## config.mk

```make
export PLATFORM = sky130hd
export DESIGN_NAME = bmprle_ctrl
export DESIGN_NICKNAME = d
export VERILOG_FILES = /design/src/sv/bmprle_pkg.sv /design/src/sv/bmprle_ctrl.sv
export SDC_FILE = /design/constraint.sdc
export NUM_CORES = 1
export LEC_CHECK = 0
export BUFFER_PORTS_ARGS = -buffer_cell sky130_fd_sc_hd__buf_2
export CAP_MARGIN = 20
export CORE_ASPECT_RATIO = 0.8
export CORE_MARGIN = 2
export CORE_UTILIZATION = 45
export CTS_BUF_LIST = sky130_fd_sc_hd__clkbuf_2
export DETAILED_ROUTE_END_ITERATION = 7
export HOLD_SLACK_MARGIN = 0.06
export PLACE_DENSITY = 0.65
export SYNTH_ARGS = -nofsm -noshare
export SYNTH_HDL_FRONTEND = slang
export SYNTH_SLANG_ARGS = --single-unit
```

## constraint.sdc

```tcl
create_clock -name clk_i -period 6.4 [get_ports clk_i]
set_input_delay 0.32 -clock clk_i [delete_from_list [all_inputs] [get_ports clk_i]]
set_output_delay 0.32 -clock clk_i [all_outputs]
set_load 0.05 [all_outputs]
```

## src/sv/bmprle_pkg.sv

```systemverilog
// Shared types and constants of the BMP RLE4/RLE8 palette decoder.
`default_nettype none

package bmprle_pkg;

  // Largest row width; wider image_width settings are clamped to it.
  localparam logic [16:0] MaxWidth = 17'd65536;
  localparam int unsigned PaletteDepthDefault = 256;

  localparam logic [1:0] KindPalette = 2'd0;
  localparam logic [1:0] KindStart   = 2'd1;
  localparam logic [1:0] KindData    = 2'd2;

  localparam logic [1:0] CfgImageWidth  = 2'd0;
  localparam logic [1:0] CfgImageHeight = 2'd1;
  localparam logic [1:0] CfgBitsPerIdx  = 2'd2;
  localparam logic [1:0] CfgDataSize    = 2'd3;

  localparam logic [2:0] StOk       = 3'd0;
  localparam logic [2:0] StOddSize  = 3'd1;
  localparam logic [2:0] StEarlyEnd = 3'd2;
  localparam logic [2:0] StDelta    = 3'd3;
  localparam logic [2:0] StOverflow = 3'd4;

  // Escape codes: second byte of a pair whose first byte is zero.
  localparam logic [7:0] EscEndOfLine  = 8'd0;
  localparam logic [7:0] EscEndOfImage = 8'd1;
  localparam logic [7:0] EscDelta      = 8'd2;

  // Run descriptor without colours; colours come from the palette memory.
  typedef struct packed {
    logic [15:0] row;
    logic [16:0] start_column;
    logic [16:0] run_length;
    logic        line_end;
    logic        image_end;
    logic [2:0]  status;
  } run_t;

  typedef struct packed {
    run_t        run;
    logic [31:0] first_colour;
    logic [31:0] second_colour;
  } result_t;

endpackage

`default_nettype wire

```

## src/sv/bmprle_ctrl.sv

```systemverilog
// Stream decoder: configuration registers, position and phase state, run decisions.
`default_nettype none

module bmprle_ctrl (
  input  wire logic                  clk_i,
  input  wire logic                  rst_ni,
  input  wire logic                  cfg_we_i,
  input  wire logic [1:0]            cfg_idx_i,
  input  wire logic [30:0]           cfg_wdata_i,
  input  wire logic                  accept_i,
  input  wire logic [1:0]            kind_i,
  input  wire logic [7:0]            data_byte_i,
  output logic                       emit_o,
  output logic                       cen_o,
  output bmprle_pkg::run_t           run_o,
  output logic [7:0]                 raddr_a_o,
  output logic [7:0]                 raddr_b_o
);

  typedef enum logic [3:0] {
    PhFirst  = 4'b0001,
    PhSecond = 4'b0010,
    PhAbs    = 4'b0100,
    PhPad    = 4'b1000
  } phase_e;

  logic [16:0] width_q, height_q;
  logic [3:0]  bpi_q;
  logic [30:0] size_q;

  phase_e      phase_q, phase_d;
  logic [15:0] row_q, row_d;
  logic [16:0] col_q, col_d;
  logic [7:0]  first_q, first_d;
  logic [7:0]  abs_left_q, abs_left_d;
  logic [7:0]  abs_tot_q, abs_tot_d;
  logic [30:0] cons_q, cons_d;
  logic        err_q, err_d;

  logic        rle4;
  logic [16:0] eff_w, left, hm1, run_len;
  logic [8:0]  need;
  logic [30:0] cons_inc, avail;
  logic        abs_over;
  logic [7:0]  abs_step, abs_len, abs_rem;
  logic [8:0]  tot_p1;
  logic        pad;
  logic [7:0]  b;

  assign b        = data_byte_i;
  assign rle4     = bpi_q == 4'd4;
  assign eff_w    = (width_q > bmprle_pkg::MaxWidth) ? bmprle_pkg::MaxWidth : width_q;
  assign left     = (col_q < eff_w) ? (eff_w - col_q) : 17'd0;
  assign hm1      = height_q - 17'd1;
  assign run_len  = ({9'd0, first_q} > left) ? left : {9'd0, first_q};
  assign need     = rle4 ? (({1'b0, b} + 9'd1) >> 1) : {1'b0, b};
  assign cons_inc = cons_q + 31'd1;
  assign avail    = size_q - cons_inc;
  assign abs_over = (({1'b0, col_q} + {10'd0, b}) > {1'b0, eff_w})
                 || ({22'd0, need} > avail);
  assign abs_step = (rle4 && abs_left_q >= 8'd2) ? 8'd2 : 8'd1;
  assign abs_len  = (abs_step > abs_left_q) ? abs_left_q : abs_step;
  assign abs_rem  = abs_left_q - abs_len;
  assign tot_p1   = {1'b0, abs_tot_q} + 9'd1;
  assign pad      = rle4 ? tot_p1[1] : abs_tot_q[0];

  always_ff @(posedge clk_i or negedge rst_ni) begin
    if (!rst_ni) begin
      width_q  <= 17'd1;
      height_q <= 17'd1;
      bpi_q    <= 4'd8;
      size_q   <= '0;
    end else if (cfg_we_i) begin
      unique case (cfg_idx_i)
        bmprle_pkg::CfgImageWidth:  width_q  <= cfg_wdata_i[16:0];
        bmprle_pkg::CfgImageHeight: height_q <= cfg_wdata_i[16:0];
        bmprle_pkg::CfgBitsPerIdx:  bpi_q    <= cfg_wdata_i[3:0];
        bmprle_pkg::CfgDataSize:    size_q   <= cfg_wdata_i;
        default: ;
      endcase
    end
  end

  always_comb begin
    phase_d    = phase_q;
    row_d      = row_q;
    col_d      = col_q;
    first_d    = first_q;
    abs_left_d = abs_left_q;
    abs_tot_d  = abs_tot_q;
    cons_d     = cons_q;
    err_d      = err_q;
    emit_o     = 1'b0;
    cen_o      = 1'b0;
    raddr_a_o  = b;
    raddr_b_o  = b;
    run_o              = '0;
    run_o.row          = row_q;
    run_o.start_column = col_q;
    run_o.status       = bmprle_pkg::StOk;

    if (accept_i) begin
      unique case (kind_i)
        bmprle_pkg::KindStart: begin
          row_d      = hm1[15:0];
          col_d      = '0;
          first_d    = '0;
          phase_d    = PhFirst;
          abs_left_d = '0;
          abs_tot_d  = '0;
          cons_d     = '0;
          err_d      = size_q[0];
          if (size_q[0]) begin
            emit_o             = 1'b1;
            run_o.row          = hm1[15:0];
            run_o.start_column = '0;
            run_o.status       = bmprle_pkg::StOddSize;
          end
        end
        bmprle_pkg::KindData: begin
          if (!err_q && cons_q < size_q) begin
            cons_d = cons_inc;
            unique case (phase_q)
              PhFirst: begin
                first_d = b;
                phase_d = PhSecond;
              end
              PhSecond: begin
                phase_d = PhFirst;
                if (first_q != 8'd0) begin
                  emit_o           = 1'b1;
                  cen_o            = 1'b1;
                  run_o.run_length = run_len;
                  raddr_a_o        = rle4 ? {4'd0, b[7:4]} : b;
                  raddr_b_o        = rle4 ? {4'd0, b[3:0]} : b;
                  col_d            = col_q + run_len;
                end else if (b == bmprle_pkg::EscEndOfLine) begin
                  // end of line: fill with entry 0, step one row up the file
                  emit_o           = 1'b1;
                  cen_o            = 1'b1;
                  run_o.run_length = left;
                  run_o.line_end   = 1'b1;
                  raddr_a_o        = 8'd0;
                  raddr_b_o        = 8'd0;
                  col_d            = '0;
                  row_d            = row_q - 16'd1;
                end else if (b == bmprle_pkg::EscEndOfImage) begin
                  emit_o = 1'b1;
                  if (row_q != 16'd0 && col_q != hm1) begin
                    run_o.status = bmprle_pkg::StEarlyEnd;
                    err_d        = 1'b1;
                  end else begin
                    run_o.image_end = 1'b1;
                  end
                end else if (b == bmprle_pkg::EscDelta) begin
                  emit_o       = 1'b1;
                  run_o.status = bmprle_pkg::StDelta;
                  err_d        = 1'b1;
                end else if (abs_over) begin
                  emit_o       = 1'b1;
                  run_o.status = bmprle_pkg::StOverflow;
                  err_d        = 1'b1;
                end else begin
                  abs_left_d = b;
                  abs_tot_d  = b;
                  phase_d    = PhAbs;
                end
              end
              PhAbs: begin
                emit_o           = 1'b1;
                cen_o            = 1'b1;
                run_o.run_length = {9'd0, abs_len};
                raddr_a_o        = rle4 ? {4'd0, b[7:4]} : b;
                raddr_b_o        = (rle4 && abs_left_q >= 8'd2) ? {4'd0, b[3:0]} : raddr_a_o;
                col_d            = col_q + {9'd0, abs_len};
                abs_left_d       = abs_rem;
                if (abs_rem == 8'd0) begin
                  phase_d = pad ? PhPad : PhFirst;
                end
              end
              default: phase_d = PhFirst;  // drop the pad byte
            endcase
          end
        end
        default: ;
      endcase
    end
  end

  always_ff @(posedge clk_i or negedge rst_ni) begin
    if (!rst_ni) begin
      phase_q    <= PhFirst;
      row_q      <= '0;
      col_q      <= '0;
      first_q    <= '0;
      abs_left_q <= '0;
      abs_tot_q  <= '0;
      cons_q     <= '0;
      err_q      <= 1'b0;
    end else begin
      phase_q    <= phase_d;
      row_q      <= row_d;
      col_q      <= col_d;
      first_q    <= first_d;
      abs_left_q <= abs_left_d;
      abs_tot_q  <= abs_tot_d;
      cons_q     <= cons_d;
      err_q      <= err_d;
    end
  end

endmodule

`default_nettype wire

```

### Word-level counts from Yosys, hierarchy flattened

Index checks and enable logic that the tools add are counted.

| storage, ports and cells | value |
|---|---|
| bits in registers | 156 |

| operators by class | value |
|---|---|
| add/subtract/negate cells | 11 |
| eq/ne operators | 31 |
| reduce and logical (&&, ||, !) cells | 23 |
| muxes and demuxes | 101 |
| magnitude comparators | 8 |

Operators with widths:

| kind | count |
|---|---|
| 2-to-1 mux 8 bit | 22 |
| 2-to-1 mux 17 bit | 7 |
| case mux 17 bit (2 select lines) | 3 |
| case mux 8 bit (2 select lines) | 5 |
| 2-to-1 mux 33 bit | 2 |
| 2-to-1 mux 16 bit | 4 |
| case mux 31 bit (2 select lines) | 1 |
| 2-to-1 mux 55 bit | 1 |
| case mux 16 bit (2 select lines) | 1 |
| adder 31 x 1 -> 31 bit, second input constant | 1 |
| greater-than comparator 8 x 31 -> 1 bit | 1 |
| < comparator 31 bit | 1 |
| 2-to-1 mux 31 bit | 1 |
| subtractor 31 bit | 1 |
| 2-to-1 mux 1 bit | 25 |
| 2-to-1 mux 3 bit | 8 |
| 2-to-1 mux 22 bit | 1 |
| != test 3 bit, second input constant | 7 |
| 2-to-1 mux 19 bit | 1 |
| adder 17 x 8 -> 18 bit | 1 |
| greater-than comparator 18 x 17 -> 1 bit | 1 |
| 2-to-1 mux 18 bit | 1 |
| AND reduction 9 bit | 2 |
| adder 17 bit | 1 |
| other kinds (46) | 75 |

### Logic depth before layout (Yosys ltp)

| depth | value |
|---|---|
| word-level depth | 13 |
| gate-level depth with buffers | 42 |
| gate-level depth less buffers | 38 |

### Worst setup path before layout

Ideal clock, no wire load.

| timing | value |
|---|---|
| kind | reg-to-reg |
| from | register width_q[3] |
| to | register col_q[16] |
| data required time | 6.270 ns |
| stages on the path, launching flop included | 42 |
| path slack | -0.578 ns |
| data arrival time | 6.848 ns |
| clock period less this slack | 6.978 ns |
| path buffers | 3 |
| cell sequence | dfrtp_1 -> nor4_1 -> a41o_1 -> clkbuf_1 -> nand2_1 -> inv_1 -> ha_1 -> a21o_1 -> a21oi_1 -> nor2b_1 -> nand2_1 -> o211ai_1 -> a21oi_1 -> o21a_1 -> clkbuf_1 -> nand2_1 -> ha_1 -> nor2b_1 -> (+6 left out) -> a211o_1 -> or2_1 -> clkbuf_1 -> a22o_1 -> ha_1 -> inv_1 -> fa_1 -> nor2b_1 -> o21ai_0 -> a21boi_0 -> o21ai_0 -> a2111o_1 -> a21oi_1 -> o41ai_1 -> o21ai_0 -> a2111oi_0 -> o21ai_0 -> o21ai_0 |

| on the way | value |
|---|---|
| longest elaborated chain between the ends | 11 |
| elaborated cells between the ends (all ways) | 12 |

RTL lines:

| element | RTL line | text |
|---|---|---|
| start: declaration | bmprle_ctrl.sv:27 | `logic [16:0] width_q, height_q;` |
| start signal: assignment | bmprle_ctrl.sv:75 | `bmprle_pkg::CfgImageWidth: width_q <= cfg_wdata_i[16:0];` |
| greater-than comparator 17 bit | bmprle_ctrl.sv:52 | `assign eff_w = (width_q > bmprle_pkg::MaxWidth) ? bmprle_pkg::MaxWidth : width_q;` |
| 2-to-1 mux 17 bit * | bmprle_ctrl.sv:52 |  |
| subtractor 17 bit / < comparator 17 bit (equally long branches) | bmprle_ctrl.sv:53 | `assign left = (col_q < eff_w) ? (eff_w - col_q) : 17'd0;` |
| 2-to-1 mux 17 bit * | bmprle_ctrl.sv:53 |  |
| greater-than comparator 8 x 17 -> 1 bit | bmprle_ctrl.sv:55 | `assign run_len = ({9'd0, first_q} > left) ? left : {9'd0, first_q};` |
| 2-to-1 mux 17 bit * | bmprle_ctrl.sv:55 |  |
| adder 17 bit * | bmprle_ctrl.sv:136 | `col_d = col_q + run_len;` |
| 2-to-1 mux 17 bit * | bmprle_ctrl.sv:130 | `if (first_q != 8'd0) begin` |
| case mux 17 bit (2 select lines) * | bmprle_ctrl.sv:123 | `unique case (phase_q)` |
| 2-to-1 mux 17 bit * | bmprle_ctrl.sv:121 | `if (!err_q && cons_q < size_q) begin` |
| case mux 17 bit (2 select lines) * | bmprle_ctrl.sv:103 | `unique case (kind_i)` |
| end signal: assignment | bmprle_ctrl.sv:203 | `col_q <= col_d;` |
| end: declaration | bmprle_ctrl.sv:33 | `logic [16:0] col_q, col_d;` |

Every way passes the cells marked *; elsewhere a longest branch is shown, timed or not. The select of a mux whose other input is x is not followed.
A chain may end at the register's enable or synchronous reset.

### Final worst setup path

| timing | value |
|---|---|
| from | register width_q[8] |
| to | register col_q[14] |

Same word-level chain as after synthesis.

==> run_results.csv <==
group,metric,value,unit
drt,drtIter0Drc,1586,
worst_setup_path,end_kind,"register",
worst_setup_path,worstReg2RegStart,"width_q[8]$_DFFE_PN0P_",
clock_network,cts.sinks,156,
place,io_buffers,119,
min_path,hold_class,"input pin to register",
worst_setup_path,crit_required,7.15,ns
floorplan,die-area,0.03558,sq mm
timing,worst_pin_slew,0.8928,ns
timing,finalSetupViolCount,8,
drt,firstDrtPassIters,8,
global_routing,grt_pass1_vias,14753,
finish,fill_cells,3072,
global_routing,grtUsageTotal,30.68,%
yosys,synth.avg_cell_area,8.113,sq um
place,place.gp.congestion,0.9673,
yosys,syn_inst,1890,
power,power_density,275.9,mW/mm^2
finish,area_growth,23.63,%
outcome,violations,"negative setup slack",
clock_network,cts_tree,"built",
worst_setup_path,path_class,"register to register",
timing,setup_slack,-0.3410,ns
floorplan,num_rows,60,
worst_setup_path,startpoint,"width_q[8]$_DFFE_PN0P_",
yosys,synth_ff_type,"dfrtp_1",
drt,wire_per_inst,20.82,microns
place,dp_hpwl,42310,microns
power,ir_drop,197.1,uV
yosys,synth_cell_types,88,
worst_setup_path,reg2regPathDepth,42,
drt,final_antenna_net_count,0,
floorplan,initial_utilization,45.59,%
timing,rsz0062_at_grt,"true",
clock_network,clk_latency,0.86,ns
yosys,ys_seq_area_share,25.49,%
timing,slew_viol_final,0,
timing,slew_headroom,39.93,%
worst_setup_path,slowest_delay,0.47,ns
finish,nNetsFinal,2412,
floorplan,io_pins,120,
timing,hold_viol_final,0,
global_routing,overflow,0,
worst_setup_path,r2r_slack,-0.34,ns
yosys,yosysWarnings,0,
yosys,synthArstFlopShare,100.0,%
drt,vias,15912,
worst_setup_path,cp_max_fo,4,
worst_setup_path,start_kind,"register",
yosys,synth-edff-count,0,
clock_network,cts_root_buf,"clkbuf_2",
worst_setup_path,rr_endpoint,"col_q[14]$_DFFE_PN0P_",
worst_setup_path,arrival,7.49,ns
clock_network,cts.clk_slew.worst_paths,0.27,ns
drt,vias_per_cell,6.002,
global_routing,grt_max_degree,78,
clock_network,cts_buffers,17,
outcome,status,"finished, violations left",
timing,period_share,105.3,%
global_routing,antenna_found_initial,1,
floorplan,die_y,169.1,microns
clock_network,h-tree-depth,4,
power,finalPower,5.231,mW
clock_network,clockBufferDepth,2,
worst_setup_path,path_common_cell,"buf_4",
floorplan,coreArea,0.03363,sq mm
global_routing,grt_pass1_wl,84140,microns
timing,max_freq,148.3,MHz
drt,drc,0,
drt,routed_wl,55190,microns
finish,design_area,0.01896,sq mm
place,placed_area,0.01737,sq mm
finish,final_cell_mix,"buf_4, nand2_1, dfrtp_1",
job,cap_violations,0,
worst_setup_path,crit_end,"col_q[14]$_DFFE_PN0P_",
floorplan,die-width,210.4,microns
yosys,syn_area,0.01533,sq mm
worst_setup_path,slowest_stage,"a2111o_1",
timing,fin_worst_skew,0.07938,ns
finish,final_common_cell,"buf_4",
timing,period_needed,6.741,ns
power,leakagePower,8.725,nW
finish,drive_above_1_share,24.59,%
yosys,yosys_register_bits,156,
kinds of logic after synthesis:
group           synth area share, %
simple gates                  20.62
compound gates                22.42
buf+inv                       5.100
fa+ha+maj                     13.51
flops                         25.49
xor+xnor                      7.018
mux                           5.810
other cells                 0.02446
worst min path at each step:
stage / start / end / slack [ns] / cells past startpoint
floorplan: rst_ni / abs_left_q[0]$_DFFE_PN0P_ / 0.02 / 0
detailed placement: rst_ni / size_q[27]$_DFFE_PN0P_ / 0.45 / 1
global route: cfg_wdata_i[22] / size_q[22]$_DFFE_PN0P_ / 0.16 / 3
global placement: rst_ni / size_q[27]$_DFFE_PN0P_ / 0.44 / 1
finish: kind_i[1] / err_q$_DFFE_PN0P_ / 0.24 / 5
CTS: kind_i[1] / err_q$_DFFE_PN0P_ / 0.17 / 5
critical path, delay by kind of cell, from the launching register on:
family	cells	cell delay, ns
buffers and inverters	18	2.24
AOI/OAI and AO/OA	15	2.47
xor gates and xnor gates	1	0.12
and+or+nand+nor	6	0.89
DFF	1	0.45
adders and majority gates	2	0.52
power by group:
part | internal, mW | switching [mW] | total, mW
Sequential | 1.14 | 0.197 | 1.34
Combinational | 1.42 | 1.93 | 3.35
Clock | 0.142 | 0.397 | 0.539
Total | 2.70 | 2.53 | 5.23
metrics by stage:
step	utilization [%]	setup WS (ns)	hold WS [ns]	cells	TNS, ns
2_1_floorplan	-	0.0001590	0.02441	1902	0
3_5_place_dp	51.63	-0.3489	0.4461	2521	-1.500
6_report	56.37	-0.3410	0.2381	2651	-1.909
5_1_grt	56.37	-0.6819	0.1621	2651	-5.587
4_1_cts	55.08	-0.1829	0.1694	2640	-0.5627
3_3_place_gp	51.63	-0.1867	0.4427	2521	-0.4934
area by class of cell:
type / count / area, sq um / area share (%)
Multi-Input combinational cell: 1545 / 11250 / 59.34
Sequential cell: 156 / 3915 / 20.65
Timing Repair Buffer: 362 / 2592 / 13.68
Tap cell: 434 / 543.0 / 2.865
Inverter: 121 / 454.2 / 2.396
Clock buffer: 20 / 100.1 / 0.5280
Clock inverter: 12 / 100.1 / 0.5280
Antenna cell: 1 / 2.502 / 0.01320
routing by layer:
layer  global-route usage (%)  part of all wire (%)  wire length (microns)
met1                    45.99                    48                  26340
met2                    42.76                    40                  22110
met3                    9.332                    10                   5784
met4                    6.767                   1.7                    947
met5                        0                     0                      0
sequential cells by signal (all words and copies together) (netlist names):
name / flops
height_q: 17
first_q: 8
bpi_q: 4
size_q: 31
abs_tot_q: 2
width_q: 17
abs_left_q: 8
err_q: 1
col_q: 17
row_q: 16
phase_q: 4
cons_q: 31
synth_stat cells (9+ instances only):
cell type | number | area share, %
dfrtp_1 | 152 | 25
xnor2_1 | 77 | 4.4
ha_1 | 156 | 13
mux2_2 | 72 | 5.3
inv_1 | 119 | 2.9
clkbuf_1 | 64 | 1.6
and2_1 | 23 | 0.94
or3_1 | 17 | 0.69
nand3_1 | 61 | 2.0
o22ai_1 | 9 | 0.37
nor2_1 | 133 | 3.3
nor2b_1 | 23 | 0.94
nand2b_1 | 22 | 0.90
and3_1 | 16 | 0.65
xor2_1 | 44 | 2.5
a22o_1 | 15 | 0.86
a21o_1 | 51 | 2.5
a21oi_1 | 121 | 3.9
o21a_1 | 14 | 0.69
nand4_1 | 31 | 1.3
nand2_1 | 196 | 4.8
nor4_1 | 21 | 0.86
o21ai_0 | 151 | 4.9
o2bb2ai_1 | 10 | 0.57
o31ai_1 | 14 | 0.69
nor3_1 | 49 | 1.6
o211ai_1 | 12 | 0.59
timing repair:
item	4_1_cts	5_1_grt
setup endpoints to repair	11	31
pin swaps	32	43
hold endpoints to repair	168	0
buffers inserted	41	9
resized for setup	51	80
hold buffers	46	0
Power figures use the tool's default switching activity.
